$ cat src/hbd_pkg.sv
// Shared types and constants for the HTTP body dechunker.
package hbd_pkg;

   // Configuration port address width and register indexes.
   localparam int CSR_ADDR_WIDTH = 3;

   typedef enum logic {
      REG_CHUNKED_MODE   = 1'b0,
      REG_CONTENT_LENGTH = 1'b1
   } reg_index_type;

   // Framing characters.
   localparam logic [7:0] CHR_CR     = 8'h0D;
   localparam logic [7:0] CHR_LF     = 8'h0A;
   localparam logic [7:0] CHR_DIG_0  = 8'h30;
   localparam logic [7:0] CHR_DIG_9  = 8'h39;
   localparam logic [7:0] CHR_UP_A   = 8'h41;
   localparam logic [7:0] CHR_UP_F   = 8'h46;
   localparam logic [7:0] CHR_LO_A   = 8'h61;
   localparam logic [7:0] CHR_LO_F   = 8'h66;
   localparam logic [3:0] HEX_TEN    = 4'd10;

   // Decoder phase.
   typedef enum logic [2:0] {
      PH_LEN_DATA = 3'd0,
      PH_SIZE     = 3'd1,
      PH_SIZE_LF  = 3'd2,
      PH_DATA     = 3'd3,
      PH_DATA_CR  = 3'd4,
      PH_DATA_LF  = 3'd5,
      PH_DONE     = 3'd6
   } phase_type;

   // Error codes reported on the result channel.
   typedef enum logic [2:0] {
      ERR_NONE     = 3'd0,
      ERR_HEX      = 3'd1,
      ERR_SIZE_LF  = 3'd2,
      ERR_DATA_CR  = 3'd3,
      ERR_DATA_LF  = 3'd4,
      ERR_OVERFLOW = 3'd5,
      ERR_AFTER    = 3'd6
   } err_type;

   // One classified input byte as it travels from front to back.
   typedef struct packed {
      logic [7:0] data;
      logic       is_cr;
      logic       is_lf;
      logic       is_hex;
      logic [3:0] hex_val;
   } class_type;

   // Restart request with the register values that take effect.
   typedef struct packed {
      logic        restart;
      logic        chunked;
      logic [31:0] length;
   } cfg_type;

   // One result beat.
   typedef struct packed {
      logic       payload_valid;
      logic [7:0] payload_byte;
      logic       body_done;
      err_type    error_code;
   } result_type;

endpackage

$ cat src/http_body_dechunker.sv
// Top level of the HTTP body dechunker: register port and block wiring.
//
// Usage:
//   Body bytes enter one per beat on the req_ channel (req_valid, req_stall,
//   req_in_byte). Each byte gives exactly one result beat on the rsp_ channel:
//   payload flag and byte, body-done flag and error code.
//   Registers are written over the APB-style port: chunked_mode at byte
//   address 0 and content_length at byte address 4. Every write restarts the
//   decoder with the new values; write only while no beat is in flight.
//   Throughput is one byte per cycle while rsp_stall is low. A byte is held
//   in a two-entry queue, then the back-end state machine settles it into the
//   result register that drives rsp_valid.
//   When the receiver stalls, the result register holds and the queue fills;
//   req_stall rises once both queue entries are occupied.
//   Reset clears both registers, so the decoder starts in length mode with a
//   zero length, which means that any first byte reports byte after done.
//   Errors latch until the next register write.
module http_body_dechunker
   import hbd_pkg::*;
#(
   parameter int COUNT_WIDTH = 32
)
(
   input  logic                      clock,
   input  logic                      reset,
   input  logic                      req_valid,
   output logic                      req_stall,
   input  logic [7:0]                req_in_byte,
   output logic                      rsp_valid,
   input  logic                      rsp_stall,
   output logic                      rsp_payload_valid,
   output logic [7:0]                rsp_payload_byte,
   output logic                      rsp_body_done,
   output logic [2:0]                rsp_error_code,
   input  logic                      psel,
   input  logic                      penable,
   input  logic                      pwrite,
   input  logic [CSR_ADDR_WIDTH-1:0] paddr,
   input  logic [31:0]               pwdata,
   output logic [31:0]               prdata,
   output logic                      pready
);

   logic          chunked_mode_ff, chunked_mode_in;
   logic [31:0]   content_length_ff, content_length_in;
   logic          csr_write;
   reg_index_type csr_index;
   cfg_type       cfg;

   logic          push;
   class_type     push_item;
   logic          queue_full;
   logic          queue_empty;
   logic          pop;
   class_type     pop_item;
   result_type    rsp;

   // Register port.
   assign pready    = 1'b1;
   assign csr_write = psel && penable && pwrite;
   assign csr_index = reg_index_type'(paddr[2]);

   always_comb begin
      chunked_mode_in   = chunked_mode_ff;
      content_length_in = content_length_ff;
      if (csr_write) begin
         unique case (csr_index)
            REG_CHUNKED_MODE:   chunked_mode_in   = pwdata[0];
            REG_CONTENT_LENGTH: content_length_in = pwdata;
            default:            chunked_mode_in   = chunked_mode_ff;
         endcase
      end
   end

   always_comb begin
      unique case (csr_index)
         REG_CHUNKED_MODE:   prdata = {31'd0, chunked_mode_ff};
         REG_CONTENT_LENGTH: prdata = content_length_ff;
         default:            prdata = '0;
      endcase
   end

   always_ff @(posedge clock) begin
      if (reset) begin
         chunked_mode_ff   <= 1'b0;
         content_length_ff <= '0;
      end else begin
         chunked_mode_ff   <= chunked_mode_in;
         content_length_ff <= content_length_in;
      end
   end

   // Restart request carries the values that take effect at the write.
   assign cfg.restart = csr_write;
   assign cfg.chunked = chunked_mode_in;
   assign cfg.length  = content_length_in;

   hbd_front u_front (
      .req_valid   (req_valid),
      .req_in_byte (req_in_byte),
      .req_stall   (req_stall),
      .queue_full  (queue_full),
      .push        (push),
      .push_item   (push_item)
   );

   hbd_queue u_queue (
      .clock     (clock),
      .reset     (reset),
      .push      (push),
      .push_item (push_item),
      .pop       (pop),
      .pop_item  (pop_item),
      .full      (queue_full),
      .empty     (queue_empty)
   );

   hbd_back #(
      .COUNT_WIDTH (COUNT_WIDTH)
   ) u_back (
      .clock       (clock),
      .reset       (reset),
      .cfg         (cfg),
      .queue_empty (queue_empty),
      .item        (pop_item),
      .pop         (pop),
      .rsp_valid   (rsp_valid),
      .rsp_stall   (rsp_stall),
      .rsp         (rsp)
   );

   // Result beat fields.
   assign rsp_payload_valid = rsp.payload_valid;
   assign rsp_payload_byte  = rsp.payload_byte;
   assign rsp_body_done     = rsp.body_done;
   assign rsp_error_code    = rsp.error_code;

endmodule

$ cat src/hbd_front.sv
// Front end: accepts input beats and classifies each byte for the decoder.
module hbd_front
   import hbd_pkg::*;
(
   input  logic       req_valid,
   input  logic [7:0] req_in_byte,
   output logic       req_stall,
   input  logic       queue_full,
   output logic       push,
   output class_type  push_item
);

   // Accept whenever the queue has room.
   assign req_stall = queue_full;
   assign push      = req_valid && !queue_full;

   // Classify the byte: framing characters and hex digit value.
   always_comb begin
      push_item         = '0;
      push_item.data    = req_in_byte;
      push_item.is_cr   = (req_in_byte == CHR_CR);
      push_item.is_lf   = (req_in_byte == CHR_LF);
      if (req_in_byte >= CHR_DIG_0 && req_in_byte <= CHR_DIG_9) begin
         push_item.is_hex  = 1'b1;
         push_item.hex_val = 4'(req_in_byte - CHR_DIG_0);
      end else if (req_in_byte >= CHR_UP_A && req_in_byte <= CHR_UP_F) begin
         push_item.is_hex  = 1'b1;
         push_item.hex_val = 4'(req_in_byte - CHR_UP_A) + HEX_TEN;
      end else if (req_in_byte >= CHR_LO_A && req_in_byte <= CHR_LO_F) begin
         push_item.is_hex  = 1'b1;
         push_item.hex_val = 4'(req_in_byte - CHR_LO_A) + HEX_TEN;
      end
   end

endmodule

$ cat src/hbd_queue.sv
// Two-entry queue that decouples the front end from the decoder.
module hbd_queue
   import hbd_pkg::*;
(
   input  logic      clock,
   input  logic      reset,
   input  logic      push,
   input  class_type push_item,
   input  logic      pop,
   output class_type pop_item,
   output logic      full,
   output logic      empty
);

   class_type  entries_ff [2];
   logic       wr_ptr_ff, wr_ptr_in;
   logic       rd_ptr_ff, rd_ptr_in;
   logic [1:0] count_ff, count_in;

   assign full     = (count_ff == 2'd2);
   assign empty    = (count_ff == 2'd0);
   assign pop_item = entries_ff[rd_ptr_ff];

   // Pointer and fill count update.
   always_comb begin
      wr_ptr_in = push ? !wr_ptr_ff : wr_ptr_ff;
      rd_ptr_in = pop ? !rd_ptr_ff : rd_ptr_ff;
      count_in  = count_ff;
      if (push && !pop) begin
         count_in = count_ff + 2'd1;
      end else if (pop && !push) begin
         count_in = count_ff - 2'd1;
      end
   end

   always_ff @(posedge clock) begin
      if (reset) begin
         wr_ptr_ff <= 1'b0;
         rd_ptr_ff <= 1'b0;
         count_ff  <= 2'd0;
      end else begin
         wr_ptr_ff <= wr_ptr_in;
         rd_ptr_ff <= rd_ptr_in;
         count_ff  <= count_in;
      end
   end

   // Entry storage.
   always_ff @(posedge clock) begin
      if (push) begin
         entries_ff[wr_ptr_ff] <= push_item;
      end
   end

endmodule

$ cat src/hbd_back.sv
// Decoder back end: framing state machine, byte counter and result register.
module hbd_back
   import hbd_pkg::*;
#(
   parameter int COUNT_WIDTH = 32
)
(
   input  logic       clock,
   input  logic       reset,
   input  cfg_type    cfg,
   input  logic       queue_empty,
   input  class_type  item,
   output logic       pop,
   output logic       rsp_valid,
   input  logic       rsp_stall,
   output result_type rsp
);

   phase_type              phase_ff, phase_in;
   logic [COUNT_WIDTH-1:0] remaining_ff, remaining_in;
   err_type                error_ff, error_in;
   logic                   out_valid_ff, out_valid_in;
   result_type             out_ff, out_in;

   logic [COUNT_WIDTH-1:0] rem_dec;
   logic                   rem_dec_zero;
   logic                   rem_zero;
   logic                   rem_top_busy;
   logic [COUNT_WIDTH-1:0] len_count;
   logic                   len_wide;
   result_type             res;

   // Take a beat from the queue when the result register is free or draining.
   assign pop          = !queue_empty && (!out_valid_ff || !rsp_stall);
   assign out_valid_in = pop || (out_valid_ff && rsp_stall);
   assign out_in       = pop ? res : out_ff;

   assign rem_dec      = remaining_ff - COUNT_WIDTH'(1);
   assign rem_dec_zero = (rem_dec == '0);
   assign rem_zero     = (remaining_ff == '0);
   assign rem_top_busy = (remaining_ff[COUNT_WIDTH-1 -: 4] != 4'd0);

   // Content length clamped to the counter range.
   assign len_wide  = ((64'(cfg.length) >> COUNT_WIDTH) != 64'd0);
   assign len_count = len_wide ? '1 : COUNT_WIDTH'(cfg.length);

   // Result for the beat at the head of the queue.
   always_comb begin
      res = '0;
      res.error_code = ERR_NONE;
      if (error_ff != ERR_NONE) begin
         res.error_code = error_ff;
      end else begin
         unique case (phase_ff)
            PH_LEN_DATA: begin
               res.payload_valid = 1'b1;
               res.payload_byte  = item.data;
               res.body_done     = rem_dec_zero;
            end
            PH_SIZE: begin
               if (!item.is_cr) begin
                  if (!item.is_hex) begin
                     res.error_code = ERR_HEX;
                  end else if (rem_top_busy) begin
                     res.error_code = ERR_OVERFLOW;
                  end
               end
            end
            PH_SIZE_LF: begin
               if (!item.is_lf) begin
                  res.error_code = ERR_SIZE_LF;
               end else begin
                  res.body_done = rem_zero;
               end
            end
            PH_DATA: begin
               res.payload_valid = 1'b1;
               res.payload_byte  = item.data;
            end
            PH_DATA_CR: begin
               if (!item.is_cr) begin
                  res.error_code = ERR_DATA_CR;
               end
            end
            PH_DATA_LF: begin
               if (!item.is_lf) begin
                  res.error_code = ERR_DATA_LF;
               end
            end
            default: begin
               res.error_code = ERR_AFTER;
            end
         endcase
      end
   end

   // Next phase, counter and latched error.
   always_comb begin
      phase_in     = phase_ff;
      remaining_in = remaining_ff;
      error_in     = error_ff;
      if (cfg.restart) begin
         error_in = ERR_NONE;
         if (cfg.chunked) begin
            phase_in     = PH_SIZE;
            remaining_in = '0;
         end else begin
            remaining_in = len_count;
            phase_in     = (len_count == '0) ? PH_DONE : PH_LEN_DATA;
         end
      end else if (pop && error_ff == ERR_NONE) begin
         error_in = res.error_code;
         unique case (phase_ff)
            PH_LEN_DATA: begin
               remaining_in = rem_dec;
               if (rem_dec_zero) begin
                  phase_in = PH_DONE;
               end
            end
            PH_SIZE: begin
               if (item.is_cr) begin
                  phase_in = PH_SIZE_LF;
               end else if (item.is_hex) begin
                  if (rem_top_busy) begin
                     remaining_in = '1;
                  end else begin
                     remaining_in = {remaining_ff[COUNT_WIDTH-5:0], item.hex_val};
                  end
               end
            end
            PH_SIZE_LF: begin
               if (item.is_lf) begin
                  phase_in = rem_zero ? PH_DONE : PH_DATA;
               end
            end
            PH_DATA: begin
               remaining_in = rem_dec;
               if (rem_dec_zero) begin
                  phase_in = PH_DATA_CR;
               end
            end
            PH_DATA_CR: begin
               if (item.is_cr) begin
                  phase_in = PH_DATA_LF;
               end
            end
            PH_DATA_LF: begin
               if (item.is_lf) begin
                  phase_in     = PH_SIZE;
                  remaining_in = '0;
               end
            end
            default: begin
               phase_in = phase_ff;
            end
         endcase
      end
   end

   // Control state.
   always_ff @(posedge clock) begin
      if (reset) begin
         phase_ff     <= PH_DONE;
         remaining_ff <= '0;
         error_ff     <= ERR_NONE;
         out_valid_ff <= 1'b0;
      end else begin
         phase_ff     <= phase_in;
         remaining_ff <= remaining_in;
         error_ff     <= error_in;
         out_valid_ff <= out_valid_in;
      end
   end

   // Result register.
   always_ff @(posedge clock) begin
      out_ff <= out_in;
   end

   assign rsp_valid = out_valid_ff;
   assign rsp       = out_ff;

   // A latched error holds until a restart.
   a_error_sticky: assert property (@(posedge clock) disable iff (reset)
      (error_ff != ERR_NONE && !cfg.restart) |=> (error_ff == $past(error_ff)))
      else $error("latched error changed without restart");

   // Once done, the decoder stays done until a restart.
   a_done_holds: assert property (@(posedge clock) disable iff (reset)
      (phase_ff == PH_DONE && !cfg.restart) |=> (phase_ff == PH_DONE))
      else $error("decoder left the done phase");

   // A held result is never overwritten by a new beat.
   a_no_pop_on_hold: assert property (@(posedge clock) disable iff (reset)
      (out_valid_ff && rsp_stall) |-> !pop)
      else $error("queue popped while result was stalled");

   // Payload beats never carry an error.
   a_payload_clean: assert property (@(posedge clock) disable iff (reset)
      (out_valid_ff && out_ff.payload_valid) |-> (out_ff.error_code == ERR_NONE))
      else $error("payload beat flagged with an error");

endmodule

$ cat config.mk
export PLATFORM = sky130hd
export DESIGN_NAME = http_body_dechunker
export DESIGN_NICKNAME = d
export VERILOG_FILES = /design/src/hbd_pkg.sv /design/src/http_body_dechunker.sv /design/src/hbd_front.sv /design/src/hbd_queue.sv /design/src/hbd_back.sv
export SDC_FILE = /design/constraint.sdc
export NUM_CORES = 1
export LEC_CHECK = 0
export ABC_AREA = 1
export CORE_MARGIN = 3
export CORE_UTILIZATION = 52
export DETAILED_ROUTE_END_ITERATION = 10
export DONT_BUFFER_PORTS = 1
export GPL_TIMING_DRIVEN = 1
export MAX_ROUTING_LAYER = met4
export PLACE_DENSITY_LB_ADDON = 0.15
export SYNTH_ARGS = -nofsm -noshare
export SYNTH_HDL_FRONTEND = slang
export SYNTH_SLANG_ARGS = --single-unit
export TNS_END_PERCENT = 100
$ cat constraint.sdc
create_clock -name clock -period 2.9 [get_ports clock]
set_input_delay 0.58 -clock clock [delete_from_list [all_inputs] [get_ports clock]]
set_output_delay 0.58 -clock clock [all_outputs]
set_load 0.01 [all_outputs]
* Word-level counts from Yosys, hierarchy flattened *
Memory sizes are Yosys's and may differ from the RTL's. A register that Yosys moved wholly into a read port is not among the register bits.
Index checks and enable logic that the tools add are counted.

operators by class
  $add $sub $neg = 8
  order comparisons = 6
  equality and inequality tests = 16
  mux-type cells = 45
  bitwise gates (word level) = 2
  reduce and logical (&&, ||, !) cells = 38

operators with widths
  operator                 number
  $mux W32                 9
  $logic_not A32 Y1        3
  $pmux W32 S3             1
  $pmux W32 S2             1
  $mux W3                  16
  $sub A32 B1 Y32 const B  1
  $ne A3 B2 Y1 const B     7
  $pmux W3 S6              1
  $eq A8 B4 Y1 const B     2
  $ge A8 B7 Y1 const B     2
  $le A8 B7 Y1 const B     2
  $mux W5                  3
  $pmux W3 S5              1
  $sub A4 B1 Y4 const B    3
  $logic_and A1 B1 Y1      11
  $mux W9                  1
  $add A4 B4 Y4 const B    2
  $ge A8 B6 Y1 const B     1
  $le A8 B6 Y1 const B     1
  $logic_not A1 Y1         8
  $mux W2                  4
  $reduce_and A8 Y1        1
  $reduce_bool A4 Y1       2
  $mux W1                  7
  other kinds (17)         25

word-level totals
  bits in registers = 89
  RAM bits = 30
  output and inout bits = 48
  logic and storage cells = 129
  memories = 1

memory list
  memory              words  width  rd ports  clocked after memory_dff  wr ports  line             source
  u_queue.entries_ff  2      15     1         1                         1         hbd_queue.sv:15  class_type entries_ff [2];

* Logic depth before layout (Yosys ltp) *
Gate-level depths: netlist of the first run.

  word-level depth = 7
  gate-level depth with buffers = 19
  gate-level depth less buffers = 19

* Modules after synthesis *
Synthesis of the first run repeated with hierarchy kept, for this count alone.

second synthesis, totals
  cell total of the unflattened synthesis = 1,146
  area, all modules = 7,940.1 µm²

by module, submodules not included
  module               times used  cells each  area each (µm²)  sequential area each (µm²)
  hbd_back             1           662         4,280.4          1,171.1
  http_body_dechunker  1           356         1,973.1          660.6
  hbd_queue            1           80          1,365.1          1,001.0
  hbd_front            1           48          321.6            0.0

* Worst setup path before layout of the first run *
OpenSTA, ideal clock, no wires.

  kind = input port to flip-flop
  start point = input paddr[2]
  end point = register u_back.phase_ff[1]
  arrival time = 2.064 ns
  required time = 2.837 ns
  slack = 0.772 ns
  cell stages on the path = 12
  path through = clkbuf_1 > inv_2 > nor2_4 > buf_4 > buf_6 > mux2i_1 > nand4_1 > nor3_1 > nand4_1 > nand2_1 > nand2_1 > nand3_1

on the way
  cells in the longest elaborated chain, start to end = 6
  elaborated cells between the ends (all ways) = 8
  those cells by class = mux: 7; reduce/logical: 1

ends and longest elaborated chain
  what                    line                       source
  start: declaration      http_body_dechunker.sv:38  input logic [CSR_ADDR_WIDTH-1:0] paddr,
  $mux W32                http_body_dechunker.sv:67  unique case (csr_index)
  $mux W32                http_body_dechunker.sv:66  if (csr_write) begin
  $logic_not A32 Y1       hbd_back.sv:109            phase_in = (len_count == '0) ? PH_DONE : PH_LEN_DATA;
  $mux W3                 hbd_back.sv:109
  $mux W3 (*)             hbd_back.sv:104            if (cfg.chunked) begin
  $mux W3 (*)             hbd_back.sv:102            if (cfg.restart) begin
  end signal: assignment  hbd_back.sv:168            phase_ff <= phase_in;
  end: declaration        hbd_back.sv:19             phase_type phase_ff, phase_in;

Mark *: on every way between the ends. The rest lies on a longest branch, timed or not.
A chain may end at the register's enable or synchronous reset.

* Worst setup path after layout of the first run *
  start point = register u_back.remaining_ff[0]
  end point = register u_back.phase_ff[0]

on the way
  cells in the longest elaborated chain, start to end = 6
  elaborated cells between the ends (all ways) = 11
  those cells by class = add/sub: 1; eq/ne: 2; mux: 5; reduce/logical: 3

ends and longest elaborated chain
  what                                                                     line             source
  start: declaration                                                       hbd_back.sv:20   logic [COUNT_WIDTH-1:0] remaining_ff, remaining_in;
  start signal: assignment                                                 hbd_back.sv:169  remaining_ff <= remaining_in;
  parallel branches: the longest is 6 deep, another holds $sub A32 B1 Y32  --

Parallel ways; which one is timed is not known. The select of a mux whose other input is x is not followed.

==> results of run 1 <==
[cells by family after synthesis]
| group | count (synthesis) |
|---|---|
| xor+xnor | 4 |
| compound gates | 180 |
| mux | 22 |
| simple gates | 484 |
| buf+inv | 154 |
| fa+ha+maj | 8 |
| flops | 120 |
| other cells | 1 |
[layout make-up]
cell class	count	area (sq um)	area share, %
Sequential cell	120	2830	36.3
Multi-Input combinational cell	699	3570	45.8
Tap cell	172	215	2.76
Clock buffer	26	500	6.41
Clock inverter	6	90.1	1.15
Inverter	111	417	5.34
Timing Repair Buffer	23	173	2.21
[sequential cells by signal, summed over array words and instances, names as in the netlist, named ones only]
| register | cells |
|---|---|
| content_length_ff | 32 |
| u_back.remaining_ff | 32 |
| u_queue.entries_ff | 30 |
| u_back.rsp | 13 |
| u_back.error_ff | 3 |
| u_back.phase_ff | 3 |
| u_queue.count_ff | 2 |
| chunked_mode_ff | 1 |
| u_back.rsp_valid | 1 |
| u_queue.rd_ptr_ff | 1 |
| u_queue.wr_ptr_ff | 1 |
[cell usage in the layout (no fill, tap or decap), types with 2 or more instances in the layout]
cell	instances
and2_1	5
clkbuf_8	2
clkbuf_16	18
dfxtp_1	77
inv_2	7
bufinv_16	2
nor3_2	2
nand2_4	2
mux2i_1	21
xor2_1	3
nand4_1	14
nor3_1	11
ha_1	8
clkbuf_1	6
a21oi_1	51
nor2_2	13
inv_1	102
o21ai_1	12
clkinv_4	2
or2_1	2
nand3_1	38
a221oi_2	4
clkinv_1	2
nand2_1	224
nor2_4	8
o221a_2	17
buf_4	23
edfxtp_1	43
a31oi_1	3
o21ai_0	82
a221oi_1	2
nor2_1	144
nand2_2	13
or2_2	4
a211oi_1	7
[how the worst max path moves through the flow]
stage,start,to,slack (ns),cells after the start
2_1_floorplan,paddr[2],u_back.phase_ff[1],0.77,12
3_3_place_gp,pwrite,u_back.phase_ff[2],0.36,12
3_5_place_dp,psel,u_back.phase_ff[2],0.32,13
4_1_cts,u_back.remaining_ff[0],u_back.phase_ff[0],0.41,17
5_1_grt,u_back.remaining_ff[1],u_back.phase_ff[0],0.16,19
6_report,u_back.remaining_ff[0],u_back.phase_ff[0],0.36,17
[power breakdown]
part           leakage [nW]  internal [W]  switching [W]
Combinational          2.14      0.000647        0.00129
Clock                 0.284       0.00136       0.000756
Sequential             1.04       0.00206       0.000232
[metrics by stage]
stage               hold slack [ns]  instance area, sq um  instances
floorplan                     0.426                  7040        973
CTS                           0.214                  7800       1157
detailed placement            0.452                  7210       1125
global route                  0.209                  7800       1157
finish                        0.227                  7800       1157
global placement              0.441                  7210       1125
[per-layer routing]
| layer | vias to the layer above | GRT usage, % | part of all wire (%) |
|---|---|---|---|
| met3 | 21 | 6.54 | 7.9 |
| met2 | 249 | 37.4 | 43 |
| met5 | - | - | 0 |
| met1 | 3000 | 40.1 | 48 |
| met4 | 0 | 6.09 | 1.0 |
| li1 | 3194 | - | - |
==> metrics.yaml, run 1 <==
outcome: "completed"
hpwl_mm: 13.5
numCtsBuffers: 17
fillers: 1215
n_antenna_cell: 0
track_usage_pct: 27.1
start_util_pct: 54.4
cp_slowest_cell: "ha_1"
drc: 0
slowest_delay_ns: 0.36
min_to: "u_back.rsp_valid"
grt_pass1_vias: 5818
async_reset_ff_share_pct: 0
cts.sinks: 120
worstMarginPinSlew_ns: 0.694
r2r.worst_path.cells: 17
die_area_sq_mm: 0.0150
synthAdderAreaFrac_pct: 1.42
cts-root-buf: "clkbuf_16"
yosysTopAreaCellShare_pct: 21.9
cts_hold_buf: 0
antenna_found_initial: 0
max_freq_mhz: 393
synth_ff_type: "dfxtp_1"
muxShareOfSynthArea_pct: 3.15
drtIter0Drc: 720
crit_buf_inv: 1
worstPathCellList: "inv_1 > ha_1 > nand2_4 > nor2_8 > nand2_2 > nand2_1 > nand2_1 > nor2_1 > nand4_1 > nor2_1 > nand3_2 > nand2_2 > nand2_2 > nand2_4 > nand2_1 > nand2_1 > nor2_2"
synthCells: 973
max-vdd-ir-drop_v: 0.000430
synth_top_family_by_area: "simple AND/OR/NAND/NOR gates"
cp.arrival_ns: 2.86
path_delay_family: "simple AND/OR/NAND/NOR gates"
finalClockSkew_ns: 0.00808
p_leak_nw: 3.47
rsz0062_at_grt: "no"
cts_tree: "done"
critPathKind: "register to register"
postCtsSetupRepairBufs: 0
clkTransAtPathRegs_ns: 0.06
min_path_cells: 1
synth_compound_area_share_pct: 15.4
fin_crit_ns: 2.54
cap_violations: 0
yosysSeqAreaShare_pct: 40.3
synthDistinctLibCells: 44
synth_commonest_cells: "nand2_1 (224), nor2_1 (144), inv_1 (102), o21ai_0 (82), dfxtp_1 (77)"
synthXorXnorAreaFrac_pct: 0.498
power_density_mw_per_mm2: 813
first_pass_iters: 7
final_max_slew_viol_count: 0
utilization_pct: 60.4
crit_top_cell: "nand2_1"
synth_edf_count: 43
final_hold_viol_count: 0
wl_per_cell_microns: 16.4
grt_max_degree: 48
fin_crit_sh_pct: 87.6
finalPower_w: 0.00635
synth_area_leaders: "dfxtp_1 (22%), edfxtp_1 (18%), nand2_1 (12%)"
overflow: 0
port_buffers: 0
core_sq_mm: 0.0129
area_growth_pct: 10.9
reg2reg_to: "u_back.phase_ff[0]"
rows: 41
io_pins: 98
vias: 6464
regToRegStartpoint: "u_back.remaining_ff[0]"
finalWorstSetupSlack_ns: 0.358
synth_area_per_cell_sq_um: 7.23
r2r_slack_ns: 0.36
synth_area_leader_cell: "dfxtp_1"
slew_headroom_pct: 53.7
cts-resized-gates: 0
critPathLaunchType: "register"
crit_fanout: 10
setup_tns_ns: 0
wirelength_mm: 19.0
clock_latency_ns: 0.42
hold_class: "input port to register"
min_from: "reset"
setup_viol: 0
cts.path.max_buffers: 2
syn-num-nets: 1031
drive_above_1_share_pct: 12.5
pre_cts_ws_ns: 0.318
grt_pass1_wl_mm: 30.6
synth.most_common_cell: "nand2_1"
die_h_microns: 122
gp_congestion: 0.990
synth_area_sq_mm: 0.00704
nets: 1030
ctsHtreeMaxLevel: 4
crit_required_ns: 3.22
die_x_microns: 122
vias_per_cell: 5.59
ant_nets: 0
crit_path_end_kind: "register"
yosysWarnings: 0
ys_ff_latch: 120
yosys.area_share.simple_pct: 30.3
Power figures use the tool's default switching activity.
==> run 2: changes to the inputs <==
==> constraint.sdc (replaced) <==
create_clock -name clock -period 2.9 [get_ports clock]
set_input_delay 0.58 -clock clock [delete_from_list [all_inputs] [get_ports clock]]
set_output_delay 0.58 -clock clock [all_outputs]
set_load 0.1 [all_outputs]
==> run 2 against run 1 <==
Effect of this change:
- count of clock-buffer cells in the layout fell by 9
- setup slack improved by 0.055 ns
- die area did not move
- global-route usage fell by 0.29 points
- sequential cell count did not move
- first-iteration DRC count fell by 15%
- clock power barely moved
- routed wire length fell by 1.3%
- fmax rose by 2.2%
- hold slack improved by 0.012 ns
- largest power group unchanged
- cell count did not move
==> metrics.yaml, run 2 (synthesis gave the netlist of run 1 again) <==
wirelength_mm: 18.7
reg.largest.list: "content_length_ff x32, u_back.remaining_ff x32, u_queue.entries_ff x30"
grt_pass1_wl_mm: 30.3
final-seq-area_sq_mm: 0.00283
hpwl_mm: 13.5
critPathLaunchType: "register"
cp.arrival_ns: 2.80
setup_viol: 0
worstPathCellList: "inv_1 > ha_1 > nand2_4 > nor2_8 > nand2_2 > nand2_1 > nand2_1 > nor2_1 > nand4_1 > nor2_1 > nand3_2 > nand2_2 > nand2_2 > nand2_4 > nand2_1 > nand2_1 > nor2_2"
fin_crit_ns: 2.49
slew_headroom_pct: 38.2
crit_top_cell: "nand2_1"
grt_use_met3_pct: 5.35
vias: 6376
die_x_microns: 122
outcome: "completed"
postCtsSetupRepairBufs: 0
grt_pass1_vias: 5859
worstMarginPinSlew_ns: 0.929
cts_tree: "done"
drive_above_1_share_pct: 13.0
busiest_layer: "met1"
drc: 0
switching_power_w: 0.00300
vias_per_cell: 5.51
cts_hold_buf: 0
cts.sinks: 120
wl_per_cell_microns: 16.2
gr-usage-met1_pct: 40.2
ctsHtreeMaxLevel: 4
numCtsBuffers: 17
port_buffers: 0
io_pins: 98
die_area_sq_mm: 0.0150
cp_slowest_cell: "dfxtp_1"
rsz0062_at_grt: "no"
final_max_slew_viol_count: 0
crit_fanout: 10
clkPwrFrac_pct: 30.3
hold_class: "input port to register"
combPwrFrac_pct: 29.5
multi_input_area_sq_mm: 0.00358
grt_max_degree: 48
p_int_w: 0.00407
cap_violations: 0
p_leak_nw: 3.47
grt_use_met2_pct: 36.2
crit_required_ns: 3.21
final_cell_mix: "nand2_1 (224), nor2_1 (143), inv_1 (102)"
clock_latency_ns: 0.42
slowest_delay_ns: 0.35
core_sq_mm: 0.0129
power_density_mw_per_mm2: 905
n_antenna_cell: 0
rows: 41
cts.path.max_buffers: 2
drtIter0Drc: 615
first_pass_iters: 6
final_common_cell: "nand2_1"
cts-resized-gates: 0
stdcell_count: 1157
max_freq_mhz: 402
critPathKind: "register to register"
cts-root-buf: "clkbuf_16"
overflow: 0
fin_area_sq_mm: 0.00782
setup_tns_ns: 0
finalClockSkew_ns: 0.00619
placedInstanceArea_sq_mm: 0.00722
dp.cells: 1125
ant_nets: 0
crit_path_end_kind: "register"
nets: 1030
sequentialPowerShare_pct: 40.2
start_util_pct: 54.4
antenna_found_initial: 0
fillers: 1192
max-vdd-ir-drop_v: 0.000424
die_h_microns: 122
clkTransAtPathRegs_ns: 0.06
area_growth_pct: 11.1
switching_share_pct: 42.5
fin_crit_sh_pct: 85.7
track_usage_pct: 26.8
final_hold_viol_count: 0
gp_congestion: 0.986
[run 2: cell count changes in the layout (fill, tap and decap cells not counted)]
cell,change
nor2_2,+1
clkinv_4,+1
nor2_1,-1
clkinv_1,+3
o21ai_0,-1
o21ai_2,+1
clkbuf_8,-2
clkbuf_1,-6
bufinv_16,+1
clkbuf_16,-1
clkinvlp_4,+1
inv_6,+3
[run 2: path summary, 6_finish.rpt]
path	from	end	slack, ns	cells after the start
min reg2reg	u_queue.rd_ptr_ff	register	0.45	1
max	u_back.remaining_ff[0]	u_back.phase_ff[0]	0.41	17
min	reset	u_back.remaining_ff[16]	0.24	1
max reg2reg	u_back.remaining_ff[0]	u_back.phase_ff[0]	0.41	17
[run 2: layout make-up]
class	instances	share of cell area, %
inverter	111	5.33
multi-input combinational	699	45.8
clock buffer	17	5.44
sequential	120	36.2
timing repair buffer	23	2.21
clock inverter	15	2.22
tap	172	2.75
[run 2: per-stage QoR]
step | setup WS, ns | hold slack [ns] | util [%] | total power (W)
6_report | 0.414 | 0.239 | 60.5 | 0.00707
5_1_grt | 0.0962 | 0.218 | 60.5 | 0.00747
4_1_cts | 0.419 | 0.216 | 60.5 | 0.00709
3_5_place_dp | 0.331 | 0.444 | 55.8 | 0.00494
3_3_place_gp | 0.389 | 0.446 | 55.8 | 0.00492
2_1_floorplan | 0.110 | 0.426 | - | 0.00447
[run 2: worst max-delay path: cells and delay by family, from the launching register on]
family,cells,cell delay (ns)
simple gates,15,1.53
flops,1,0.35
fa+ha+maj,1,0.34
buf+inv,1,0.17
[run 2: power by group through the flow]
stage               clock (W)  combinational [W]  sequential [W]
floorplan                   0            0.00163         0.00284
global placement            0            0.00205         0.00287
detailed placement          0            0.00206         0.00287
CTS                   0.00217            0.00208         0.00284
global route          0.00224            0.00235         0.00287
finish                0.00214            0.00208         0.00284
[run 2: metal layers]
| layer | routed length [microns] | vias to the layer above |
|---|---|---|
| li1 | - | 3201 |
| met1 | 9440 | 2902 |
| met2 | 7640 | 254 |
| met3 | 1370 | 19 |
| met4 | 275 | 0 |
| met5 | 0 | - |
